File: src/sv/esz_pkg.sv
// Package for the zero-width span marker: byte codes, register indexes,
// character class functions and the result pair type.
// No dependencies.
package esz_pkg;

    // Byte codes
    localparam logic [7:0] NUL_BYTE       = 8'h00;
    localparam logic [7:0] BEL_BYTE       = 8'h07;
    localparam logic [7:0] TAB_BYTE       = 8'h09;
    localparam logic [7:0] LF_BYTE        = 8'h0A;
    localparam logic [7:0] CR_BYTE        = 8'h0D;
    localparam logic [7:0] ESC_BYTE       = 8'h1B;
    localparam logic [7:0] SPACE_BYTE     = 8'h20;
    localparam logic [7:0] DEL_BYTE       = 8'h7F;
    localparam logic [7:0] LBRACKET_BYTE  = 8'h5B;
    localparam logic [7:0] RBRACKET_BYTE  = 8'h5D;
    localparam logic [7:0] BACKSLASH_BYTE = 8'h5C;
    localparam logic [7:0] DCS_BYTE       = 8'h50;
    localparam logic [7:0] SOS_BYTE       = 8'h58;
    localparam logic [7:0] PM_BYTE        = 8'h5E;
    localparam logic [7:0] APC_BYTE       = 8'h5F;

    // Register map
    localparam int unsigned CFG_IDX_W = 1;
    localparam logic [CFG_IDX_W-1:0] CFG_START_MARKER = 1'b0;
    localparam logic [CFG_IDX_W-1:0] CFG_END_MARKER   = 1'b1;
    localparam logic [7:0] START_MARKER_RST = 8'h01;
    localparam logic [7:0] END_MARKER_RST   = 8'h02;

    // Input action codes
    localparam logic ACT_BYTE = 1'b0;
    localparam logic ACT_EOS  = 1'b1;

    // One result beat
    typedef struct packed {
        logic [7:0] data;
        logic       last;
    } t_beat;

    // Results of one item: one or two beats
    typedef struct packed {
        logic  two;
        t_beat first;
        t_beat second;
    } t_pair;

    function automatic logic is_letter(input logic [7:0] c);
        return ((c >= 8'h41) && (c <= 8'h5A)) || ((c >= 8'h61) && (c <= 8'h7A));
    endfunction

    function automatic logic is_control(input logic [7:0] c);
        return (c < SPACE_BYTE) || (c == DEL_BYTE);
    endfunction

    function automatic logic is_exempt(input logic [7:0] c);
        return (c == BEL_BYTE) || (c == ESC_BYTE) || (c == LF_BYTE) ||
               (c == CR_BYTE) || (c == TAB_BYTE);
    endfunction

    function automatic logic is_intro(input logic [7:0] c);
        return (c == DCS_BYTE) || (c == SOS_BYTE) || (c == PM_BYTE) || (c == APC_BYTE);
    endfunction

endpackage

File: src/sv/esz_core.sv
// Escape sequence tracker: parser state registers and the single-pass
// logic that turns one item into its one or two result beats.
// Depends on esz_pkg.
module esz_core (
    input  logic          i_clk,
    input  logic          i_rst_n,
    input  logic          i_step,
    input  logic          i_action,
    input  logic [7:0]    i_ch,
    input  logic [7:0]    i_start_marker,
    input  logic [7:0]    i_end_marker,
    output esz_pkg::t_pair o_pair
);
    import esz_pkg::*;

    logic r_esc, r_csi, r_osc, r_str, r_tp, r_span;
    logic n_esc, n_csi, n_osc, n_str, n_tp, n_span;
    logic done;
    logic start_emit;
    t_pair pair;

    // Next state and results, in the order the parser checks its cases
    always_comb begin
        n_esc      = r_esc;
        n_csi      = r_csi;
        n_osc      = r_osc;
        n_str      = r_str;
        n_tp       = r_tp;
        n_span     = r_span;
        done       = 1'b0;
        start_emit = 1'b0;
        pair       = '0;
        if (i_action == ACT_EOS) begin
            n_esc  = 1'b0;
            n_csi  = 1'b0;
            n_osc  = 1'b0;
            n_str  = 1'b0;
            n_tp   = 1'b0;
            n_span = 1'b0;
            if (r_span) begin
                pair.two    = 1'b1;
                pair.first  = '{data: i_end_marker, last: 1'b0};
                pair.second = '{data: NUL_BYTE, last: 1'b1};
            end else begin
                pair.first  = '{data: NUL_BYTE, last: 1'b1};
            end
        end else begin
            // ESC opens a span
            if (i_ch == ESC_BYTE) begin
                n_esc = 1'b1;
                if (!n_span) start_emit = 1'b1;
                n_span = 1'b1;
            end
            // sequence kind after ESC
            if (n_esc && i_ch == LBRACKET_BYTE) begin
                n_esc = 1'b0;
                n_csi = 1'b1;
            end
            if (n_esc && i_ch == RBRACKET_BYTE) begin
                n_esc = 1'b0;
                n_osc = 1'b1;
                n_str = 1'b1;
            end
            if (n_esc && is_intro(i_ch)) begin
                n_esc = 1'b0;
                n_str = 1'b1;
            end
            // two-byte escape: end marker, span stays marked open
            if (n_esc && is_letter(i_ch)) begin
                n_esc = 1'b0;
                done  = 1'b1;
            end
            // other non-printing controls
            if (!done && is_control(i_ch) && !is_exempt(i_ch)) begin
                if (!n_span) start_emit = 1'b1;
                n_span = 1'b1;
            end
            // CSI final letter
            if (!done && n_csi && is_letter(i_ch)) begin
                n_csi  = 1'b0;
                n_span = 1'b0;
                done   = 1'b1;
            end
            // OSC ended by BEL
            if (!done && n_osc && i_ch == BEL_BYTE) begin
                n_osc  = 1'b0;
                n_str  = 1'b0;
                n_span = 1'b0;
                done   = 1'b1;
            end
            // string terminator ESC backslash
            if (!done && n_tp) begin
                if (i_ch == BACKSLASH_BYTE) begin
                    n_str  = 1'b0;
                    n_span = 1'b0;
                    done   = 1'b1;
                end
                n_tp = 1'b0;
            end
            if (done) begin
                pair.two    = 1'b1;
                pair.first  = '{data: i_ch, last: 1'b0};
                pair.second = '{data: i_end_marker, last: 1'b0};
            end else begin
                if (n_str && i_ch == ESC_BYTE) n_tp = 1'b1;
                if (start_emit) begin
                    pair.two    = 1'b1;
                    pair.first  = '{data: i_start_marker, last: 1'b0};
                    pair.second = '{data: i_ch, last: 1'b0};
                end else begin
                    pair.first  = '{data: i_ch, last: 1'b0};
                end
            end
        end
    end

    assign o_pair = pair;

    // Parser state
    always_ff @(posedge i_clk) begin
        if (!i_rst_n) begin
            r_esc  <= 1'b0;
            r_csi  <= 1'b0;
            r_osc  <= 1'b0;
            r_str  <= 1'b0;
            r_tp   <= 1'b0;
            r_span <= 1'b0;
        end else if (i_step) begin
            r_esc  <= n_esc;
            r_csi  <= n_csi;
            r_osc  <= n_osc;
            r_str  <= n_str;
            r_tp   <= n_tp;
            r_span <= n_span;
        end
    end

endmodule

File: src/sv/esz_outbuf.sv
// Result register: holds the one or two beats of an item and hands them
// out in order on the stall-controlled result channel.
// Depends on esz_pkg.
module esz_outbuf (
    input  logic           i_clk,
    input  logic           i_rst_n,
    input  logic           i_load,
    input  esz_pkg::t_pair i_pair,
    output logic           o_space,
    output logic           o_valid,
    input  logic           i_stall,
    output logic [7:0]     o_data,
    output logic           o_last
);
    import esz_pkg::*;

    logic [1:0] r_cnt;
    t_beat      r_e0, r_e1;
    logic       pop;

    assign o_valid = (r_cnt != 2'd0);
    assign pop     = o_valid && !i_stall;
    assign o_space = (r_cnt == 2'd0) || ((r_cnt == 2'd1) && pop);
    assign o_data  = r_e0.data;
    assign o_last  = r_e0.last;

    // Beat count
    always_ff @(posedge i_clk) begin
        if (!i_rst_n) begin
            r_cnt <= 2'd0;
        end else if (i_load) begin
            r_cnt <= i_pair.two ? 2'd2 : 2'd1;
        end else if (pop) begin
            r_cnt <= r_cnt - 2'd1;
        end
    end

    // Beat payload, head in entry 0
    always_ff @(posedge i_clk) begin
        if (i_load) begin
            r_e0 <= i_pair.first;
            r_e1 <= i_pair.second;
        end else if (pop) begin
            r_e0 <= r_e1;
        end
    end

    a_cnt_range: assert property (@(posedge i_clk) disable iff (!i_rst_n)
        r_cnt != 2'd3)
        else $error("result count out of range");

    a_load_space: assert property (@(posedge i_clk) disable iff (!i_rst_n)
        i_load |-> ((r_cnt == 2'd0) || ((r_cnt == 2'd1) && pop)))
        else $error("result loaded over a pending beat");

    a_first_not_last: assert property (@(posedge i_clk) disable iff (!i_rst_n)
        (r_cnt == 2'd2) |-> !r_e0.last)
        else $error("first beat of a pair flagged last");

    a_pair_drains: assert property (@(posedge i_clk) disable iff (!i_rst_n)
        (i_load && i_pair.two) |=> (o_valid && (r_cnt == 2'd2)))
        else $error("two-beat result not held");

endmodule

File: src/sv/escape_sequence_zero_width_marker.sv
// Top level of the zero-width span marker: input register, configuration
// registers, parser core and result register.
// Depends on esz_pkg, esz_core, esz_outbuf.
//
// Usage:
//   Input channel (i_valid / o_stall, i_action, i_ch) takes one prompt byte
//   (action 0) or an end-of-string beat (action 1) per beat. Result channel
//   (o_valid / i_stall, o_out_byte, o_is_last) gives the copied bytes with
//   start and end marker bytes around escape sequences and non-printing
//   controls; the NUL terminator after end of string carries o_is_last.
//   Markers are set through the configuration channel (i_cfg_valid /
//   o_cfg_ready, index 0 = start marker, 1 = end marker); o_cfg_ready is
//   always high. Write them only while the block is idle.
//   An item accepted into the input register goes through the parser core
//   into the result register, from which its first result beat is shown.
//   The result register takes a new item only once it is empty or its last
//   beat is being taken, so an item that gives two beats holds back the next.
//   Reset clears the parser state, sets the markers to 1 and 2 and empties
//   both registers. When the receiver stalls, the result holds and the
//   input register fills, after which o_stall rises.
module escape_sequence_zero_width_marker (
    input  logic                          i_clk,
    input  logic                          i_rst_n,
    input  logic                          i_valid,
    output logic                          o_stall,
    input  logic                          i_action,
    input  logic [7:0]                    i_ch,
    output logic                          o_valid,
    input  logic                          i_stall,
    output logic [7:0]                    o_out_byte,
    output logic                          o_is_last,
    input  logic                          i_cfg_valid,
    output logic                          o_cfg_ready,
    input  logic [esz_pkg::CFG_IDX_W-1:0] i_cfg_index,
    input  logic [7:0]                    i_cfg_data
);
    import esz_pkg::*;

    logic       r_in_vld;
    logic       r_in_action;
    logic [7:0] r_in_ch;
    logic [7:0] r_start_marker, r_end_marker;
    logic       in_take, adv, space;
    t_pair      pair;

    assign o_cfg_ready = 1'b1;
    assign adv         = r_in_vld && space;
    assign o_stall     = r_in_vld && !space;
    assign in_take     = i_valid && !o_stall;

    // Configuration registers
    always_ff @(posedge i_clk) begin
        if (!i_rst_n) begin
            r_start_marker <= START_MARKER_RST;
            r_end_marker   <= END_MARKER_RST;
        end else if (i_cfg_valid && o_cfg_ready) begin
            unique case (i_cfg_index)
                CFG_START_MARKER: r_start_marker <= i_cfg_data;
                CFG_END_MARKER:   r_end_marker   <= i_cfg_data;
                default: ;
            endcase
        end
    end

    // Input register valid
    always_ff @(posedge i_clk) begin
        if (!i_rst_n) begin
            r_in_vld <= 1'b0;
        end else if (in_take) begin
            r_in_vld <= 1'b1;
        end else if (adv) begin
            r_in_vld <= 1'b0;
        end
    end

    // Input register payload
    always_ff @(posedge i_clk) begin
        if (in_take) begin
            r_in_action <= i_action;
            r_in_ch     <= i_ch;
        end
    end

    esz_core u_core (
        .i_clk          (i_clk),
        .i_rst_n        (i_rst_n),
        .i_step         (adv),
        .i_action       (r_in_action),
        .i_ch           (r_in_ch),
        .i_start_marker (r_start_marker),
        .i_end_marker   (r_end_marker),
        .o_pair         (pair)
    );

    esz_outbuf u_outbuf (
        .i_clk   (i_clk),
        .i_rst_n (i_rst_n),
        .i_load  (adv),
        .i_pair  (pair),
        .o_space (space),
        .o_valid (o_valid),
        .i_stall (i_stall),
        .o_data  (o_out_byte),
        .o_last  (o_is_last)
    );

endmodule
File: config.mk
export PLATFORM = sky130hd
export DESIGN_NAME = escape_sequence_zero_width_marker
export DESIGN_NICKNAME = d
export VERILOG_FILES = /design/src/sv/esz_pkg.sv /design/src/sv/esz_core.sv /design/src/sv/esz_outbuf.sv /design/src/sv/escape_sequence_zero_width_marker.sv
export SDC_FILE = /design/constraint.sdc
export NUM_CORES = 1
export LEC_CHECK = 0
export CAP_MARGIN = 20
export CELL_PAD_IN_SITES_DETAIL_PLACEMENT = 1
export CELL_PAD_IN_SITES_GLOBAL_PLACEMENT = 2
export CORE_MARGIN = 2
export CORE_UTILIZATION = 39
export CTS_CLUSTER_SIZE = 20
export DETAILED_ROUTE_END_ITERATION = 8
export DONT_BUFFER_PORTS = 1
export GPL_TIMING_DRIVEN = 0
export PLACE_DENSITY_LB_ADDON = 0.15
export SLEW_MARGIN = 20
export SYNTH_ARGS = -nofsm -noshare
export SYNTH_HDL_FRONTEND = slang
export SYNTH_SLANG_ARGS = --single-unit
File: constraint.sdc
create_clock -name i_clk -period 2.4 [get_ports i_clk]
set_input_delay 0.36 -clock i_clk [delete_from_list [all_inputs] [get_ports i_clk]]
set_output_delay 0.36 -clock i_clk [all_outputs]
set_load 0.02 [all_outputs]
======== Yosys cells after proc, flatten, opt, wreduce, memory -nomap -nowiden ========
Cells that the tools add are included.
storage, ports and cells
  bits in registers ....................... 52
  bits in latches ......................... 0
  RAM bits ................................ 0
  bits in read-only memories .............. 0
  bits of input ports ..................... 23
  output and inout bits ................... 12
  word-level logic and storage cells ...... 145
  memories kept ........................... 0
cells by class
  add/sub/neg operators ................... 1
  $mul .................................... 0
  divide/modulo/power cells ............... 0
  order comparisons ....................... 5
  equality and inequality tests ........... 14
  shift-type cells ........................ 0
  multiplexer cells ....................... 66
  bitwise gates (word level) .............. 1
  reduce and logical (&&, ||, !) cells .... 42
operators with widths
  kind                 count
  $eq 8x7->1 const B   8
  $mux 1               56
  $mux 9               5
  $mux 19              2
  $eq 8x4->1 const B   3
  $logic_and 1x1->1    19
  $ge 8x7->1 const B   2
  $le 8x7->1 const B   2
  $logic_or 1x1->1     10
  $eq 8x3->1 const B   1
  $eq 8x5->1 const B   1
  $lt 8x6->1 const B   1
  $logic_not 1->1      7
  $mux 2               3
  $reduce_bool 2->1    3
  $reduce_and 2->1     2
  $eq 2x1->1 const B   1
  $logic_not 2->1      1
  $sub 2x1->2 const B  1
  $not 1->1            1

======== Longest topological paths before layout ========
  depth after elaboration ................. 33
  gate-level depth with buffers ........... 9
  mapped depth without buffers ............ 8

======== Modules after synthesis ========
A second synthesis with hierarchy kept.
unflattened totals
  cell total of the unflattened synthesis .. 291
  area total of the unflattened synthesis .. 2944.1 µm²
modules (own cells, without submodules)
  module                             instances  cells each  area an instance (µm²)  seq. area each (µm²)
  esz_core                           1          165         1199.9                  120.1
  escape_sequence_zero_width_marker  1          81          952.2                   610.6
  esz_outbuf                         1          45          792.0                   580.6

======== Worst setup path before layout ========
No wires, ideal clock.
  path type ............................... flip-flop to flip-flop
  start ................................... register u_outbuf.r_cnt[0]
  end ..................................... register u_outbuf.r_cnt[1]
  setup time .............................. 168 ps
  arrival ................................. 2031 ps
  data required time ...................... 2232 ps
  path slack .............................. 202 ps
  stages on the path, launching flop included .. 8
  buffers on the path ..................... 0
  period minus slack after synthesis ...... 2198 ps
  path through ............................ dfxtp_1 -> inv_1 -> ha_1 -> inv_1 -> mux2i_1 -> o21ai_0 -> nor4b_1 -> a211oi_1
on the way
  cells in the longest elaborated chain, start to end .. 6
  elaborated cells on any way between the ends .. 11
  those cells by class .................... 1 x add/sub; 1 x eq/ne; 2 x mux; 7 x reduce/logical
RTL lines
  element                                      RTL line                                 RTL
  start: declaration                           esz_outbuf.sv:17                         logic [1:0] r_cnt;
  start signal: assignment                     esz_outbuf.sv:32                         r_cnt <= i_pair.two ? 2'd2 : 2'd1;
  start signal: assignment                     esz_outbuf.sv:34                         r_cnt <= r_cnt - 2'd1;
  $reduce_bool 2->1 *                          esz_outbuf.sv:21                         assign o_valid = (r_cnt != 2'd0);
  via o_valid                                  escape_sequence_zero_width_marker.sv:28  output logic o_valid,
  $logic_and 1x1->1 *                          esz_outbuf.sv:22                         assign pop = o_valid && !i_stall;
  $logic_and 1x1->1                            esz_outbuf.sv:23                         assign o_space = (r_cnt == 2'd0) || ((r_cnt == 2'd1) && pop);
  $logic_or 1x1->1                             esz_outbuf.sv:23
  $logic_and 1x1->1                            escape_sequence_zero_width_marker.sv:47  assign adv = r_in_vld && space;
  $mux 2 or $reduce_bool 2->1 (tied branches)  n/a
The timed path passes the listed nets; every way through them passes the cells marked *. The select of a mux whose other input is x is not followed.
A chain may end at the register's enable or synchronous reset.

======== Final worst setup path ========
  start ................................... register r_in_ch[3]
  end ..................................... register u_outbuf.r_e0 (netlist bit u_outbuf.o_data[5]), data pin
on the way
  cells in the longest elaborated chain, start to end .. 32
  elaborated cells on any way between the ends .. 75
  those cells by class .................... 5 x order compare; 13 x eq/ne; 31 x mux; 26 x reduce/logical
RTL lines
  element                   RTL line                                 RTL
  start: declaration        escape_sequence_zero_width_marker.sv:41  logic [7:0] r_in_ch;
  start signal: assignment  escape_sequence_zero_width_marker.sv:80  r_in_ch <= i_ch;
  $eq 8x5->1                esz_pkg.sv:56, esz_core.sv:49
  $mux 1                    esz_core.sv:49                           if (i_ch == ESC_BYTE) begin
  $mux 1                    esz_core.sv:33                           if (i_action == ACT_EOS) begin
  $logic_and 1x1->1         esz_core.sv:55                           if (n_esc && i_ch == LBRACKET_BYTE) begin
  $mux 1                    esz_core.sv:55
  $mux 1                    esz_core.sv:33
  $logic_and 1x1->1         esz_core.sv:59                           if (n_esc && i_ch == RBRACKET_BYTE) begin
  $mux 1                    esz_core.sv:59
  (+16 left out)            n/a
  $mux 1                    esz_core.sv:33
  $logic_not 1->1           esz_core.sv:92                           if (!done && n_tp) begin
  $logic_and 1x1->1         esz_core.sv:92
  $mux 1                    esz_core.sv:92
  $mux 1                    esz_core.sv:33
  $mux 19 *                 esz_core.sv:100                          if (done) begin
  $mux 19 *                 esz_core.sv:33
  $mux 9 *                  esz_outbuf.sv:40                         if (i_load) begin
  end signal: assignment    esz_outbuf.sv:41                         r_e0 <= i_pair.first;
  end signal: assignment    esz_outbuf.sv:44                         r_e0 <= r_e1;
  end: declaration          esz_outbuf.sv:18                         t_beat r_e0, r_e1;
Mark *: on every way between the ends. The rest lies on a longest branch, timed or not. The select of a mux whose other input is x is not followed.

==> qor_table.md <==
| Stage | Quantity | Value |
|:---|:---|:---|
| yosys | Main flop type after synthesis | edfxtp_1 |
| placed design | I/O Buffers | 0 |
| clocking | Post-CTS setup repair buffer count | 0 |
| sta | Period Utilization, post-route | 91.86% |
| clocking | Clock buffer depth | 2 |
| yosys | Post-synthesis cell type count | 50 |
| clocking | Hold buffer count at CTS | 0 |
| yosys | Number of cells produced by synthesis | 262 |
| global routing | Remaining global-route overflow | 0 |
| detailed routing | Number of detailed-route iterations in the first pass | 4 |
| finish | Proportion of layout cells with a drive suffix above 1 | 9.259% |
| sta | Final-layout worst hold slack | 0.1237 ns |
| power and ir drop | Power per cell area | 761.3 nW/um2 |
| detailed routing | Average wire per standard cell | 17.99 um |
| global routing | Pin count of the biggest net entering global routing | 19 |
| detailed routing | Residual DRC | 0 |
| critical path | Data required time at the worst endpoint | 2.47 ns |
| critical path | Worst path slowest cell | edfxtp_1 |
| clocking | Clock transition at path regs | 0.10 ns |
| detailed routing | Via density | 5.516 |
| yosys | Yosys warning total | 0 |
| sta | Upper clock frequency limit | 0.4536 GHz |
| global routing | Initial antenna violation count | 0 |
| clocking | CTS Sinks | 52 |
| die | Area of the core | 6314 um2 |
| finish | Util after Layout | 44.00% |
| finish | Area of all placed cells without fillers | 2778 um2 |
| critical path | CP max FO | 10 |
| run status | Run status | finished, final reports clean |
| detailed routing | Antenna Nets Post-Route | 0 |
| clocking | Master cell of the clock root buffer | clkbuf_8 |
| clocking | Deepest level of the CTS H-tree | 2 |
| sta | RSZ-0062 raised after global routing | false |
| critical path | Startpoint of the most critical setup path | r_in_ch[3] |
| finish | Top library cells by usage in the layout, fill and taps aside | nand2_1 (34), a21oi_1 (31), edfxtp_1 (27) |
| critical path | Critical path, cell by cell | buf_4 > and4bb_1 > a2111oi_4 > o31ai_2 > buf_6 > mux2i_1 > o21ai_1 > o21a_1 |
| critical path | Kind of start point of the critical path | register |
| yosys | Post-synthesis average cell area | 9.685 um2 |
| finish | Final nets | 294 |
| critical path | Worst Reg2Reg Path Length in Cells | 8 |
| global routing | Total Routing Usage GR | 18.52% |
| min path | HP Class | in2reg |
| detailed routing | Final Routed Wirelength | 6242 um |
| sta | Setup violation total in the final timing report | 0 |
| critical path | Slowest stage delay, CP | 0.45 ns |
| power and ir drop | Leak Pwr | 1.020 nW |
| critical path | CP Data Arrival Time | 2.28 ns |
| power and ir drop | Worst-case vdd ir drop | 0.3296 mV |
| yosys | Async set or reset register ratio after synthesis | 0% |
| sta | Clock Skews | 0.006539 ns |
| die | Area of the die | 7167 um2 |
| finish | Ant diodes | 0 |
| critical path | Critical path start-end classification | reg2reg |
| clocking | TritonCTS clock tree | done |
| detailed routing | Total via count in the routed design | 1914 |
| finish | Commonest non-fill, non-tap cell in the layout | nand2_1 |
| finish | Fill cells | 736 |
| global routing | Wire length of the first global-routing pass | 10340 um |
| die | Vertical die dimension | 84.66 um |
| critical path | Sort of element at the end of the critical path | register |
| die | Rows | 29 |
| critical path | Reg2Reg Setup Slack | 0.20 ns |
| sta | Final critical-path required period | 2.205 ns |
| sta | Hold violation total from the final report | 0 |
| yosys | Cell area after synthesis | 2537 um2 |
| critical path | Worst setup path endpoint | u_outbuf.o_data[5] |
| yosys | Synthesized netlist net count | 287 |
| clocking | Inserted Clock Buffers | 5 |
| placed design | Final GP Congestion | 0.8026 |
| flow run | Max-cap violations | 0 |
| critical path | Source of the worst register-to-register timing path | r_in_ch[3] |
| detailed routing | Initial DRC Count | 85 |
| placed design | Total cell area at the placement stage | 2634 um2 |
| sta | Max Slew Vio Count | 0 |
| global routing | Vias in the first global route | 1924 |
| die | Starting density of the core | 40.19% |
| die | Width of the chip | 84.66 um |
| clocking | Insertion delay of the later-clocked pin in the worst-skew pair | 0.30 ns |
| placed design | Total half-perimeter wirelength after legalization and detailed placement | 4684 um |
| finish | Area growth from synthesis to layout | 9.467% |
| yosys | FF+latch count, synth | 52 |
| yosys | Number of synthesized flops with an enable pin | 27 |
| die | I/O pin cnt | 35 |
| sta | Relative slew slack | 43.50% |
| sta | Worst Tran Pin Value | 0.8458 ns |
| yosys | Post-synthesis sequential area ratio | 51.68% |
| critical path | End of the worst register-to-register path | u_outbuf.o_data[5] |
## metrics by stage
stage / instances / total power, W / setup slack (ns) / TNS [ns]
3_5_place_dp: 339 / 0.001519 / -0.2138 / -0.2530
5_1_grt: 347 / 0.002222 / 0.02803 / 0
2_1_floorplan: 262 / 0.001415 / 0.2016 / 0
3_3_place_gp: 339 / 0.001505 / -0.1262 / -0.1262
6_report: 347 / 0.002115 / 0.1954 / 0
4_1_cts: 347 / 0.002133 / 0.04454 / 0
## metal layers
metal | vias up | share of wire [%] | GRT usage (%)
li1 | 952 | - | -
met1 | 912 | 51 | 27.48
met2 | 44 | 44 | 27.77
met3 | 6 | 4.1 | 3.835
met4 | 0 | 1.1 | 4.329
met5 | - | 0 | 0
## registers in the layout (all words and copies together), names as in the netlist, 2 cells and up
signal and flops:
r_in_ch 8, u_outbuf.r_e1 9, u_outbuf.r_cnt 2, r_end_marker 8, r_start_marker 8, u_outbuf.o_data 8
## timing repair
item                                    in CTS  in global routing
endpoints found under the hold margin        0                  0
endpoints found under the setup margin       2                 16
resized for setup                            1                  7
## synthesized netlist by cell type (all sizes together) (2+ instances only)
library cell | instances | area [um2]
edfxtp | 27 | 810.8
o31ai | 2 | 20.02
nor3 | 4 | 25.02
buf | 7 | 57.55
o21ai | 18 | 90.09
and4bb | 2 | 25.02
mux2i | 8 | 80.08
nand2b | 3 | 18.77
clkbuf | 12 | 45.04
nand3 | 15 | 75.07
nor4b | 2 | 23.77
inv | 9 | 33.78
nor2 | 15 | 63.81
a21oi | 31 | 155.2
or2 | 2 | 12.52
and2 | 3 | 18.77
a22o | 7 | 61.31
dfxtp | 25 | 500.5
and4b | 2 | 20.02
nor2b | 4 | 25.02
nand4b | 2 | 17.52
ha | 2 | 25.02
a2111oi | 2 | 23.77
nand2 | 34 | 127.6
o21a | 8 | 60.06
## where the power goes
part | leakage (nW) | internal [W] | total [W] | switching [W]
registers | 0.466 | 0.00105 | 0.00113 | 0.0000861
clock network | 0.0558 | 0.000309 | 0.000607 | 0.000298
logic | 0.499 | 0.000134 | 0.000375 | 0.000241
total | 1.02 | 0.00149 | 0.00211 | 0.000625
## worst max-delay path: cells and delay by family, from the launching register on
family | cells | cell delay [ns]
buffers and inverters | 2 | 0.38
muxes | 1 | 0.22
and+or+nand+nor | 1 | 0.22
DFF | 1 | 0.45
AOI/OAI and AO/OA | 4 | 0.69
## final cells by class
type | instances | area, um2 | share of cell area [%]
clock buffers | 5 | 68.82 | 2.477
plain buffers | 19 | 105.1 | 3.784
flip-flops and latches | 52 | 1311 | 47.21
multi-input cells | 181 | 1116 | 40.18
inverters | 10 | 37.54 | 1.351
clock inverters | 3 | 42.54 | 1.532
well taps | 77 | 96.34 | 3.468
## worst min-delay path by stage
stage / slack [ns] / cells past startpoint / from / endpoint
after global routing: 0.12 / 1 / i_rst_n / r_start_marker[0]
after CTS: 0.11 / 1 / i_rst_n / r_start_marker[0]
after floorplan: 0.43 / 1 / i_rst_n / r_end_marker[1]
final: 0.12 / 1 / i_rst_n / r_start_marker[0]
after global placement: 0.43 / 1 / i_rst_n / r_start_marker[0]
after detailed placement: 0.44 / 1 / i_rst_n / r_start_marker[0]
## cells by family (layout without fill, tap and decap cells)
family                   count (synthesis)  after routing  synth area share (%)
flip-flops                              52             52                 51.68
buffers and inverters                   29             37                 5.522
AO/OA/AOI/OAI                           79             79                 19.82
multiplexers                             8              8                 3.156
AND/OR/NAND/NOR                         91             91                 18.69
adder cells (fa/ha/maj)                  2              2                0.9860
other                                    1              1                0.1478
Power figures use the tool's default switching activity.
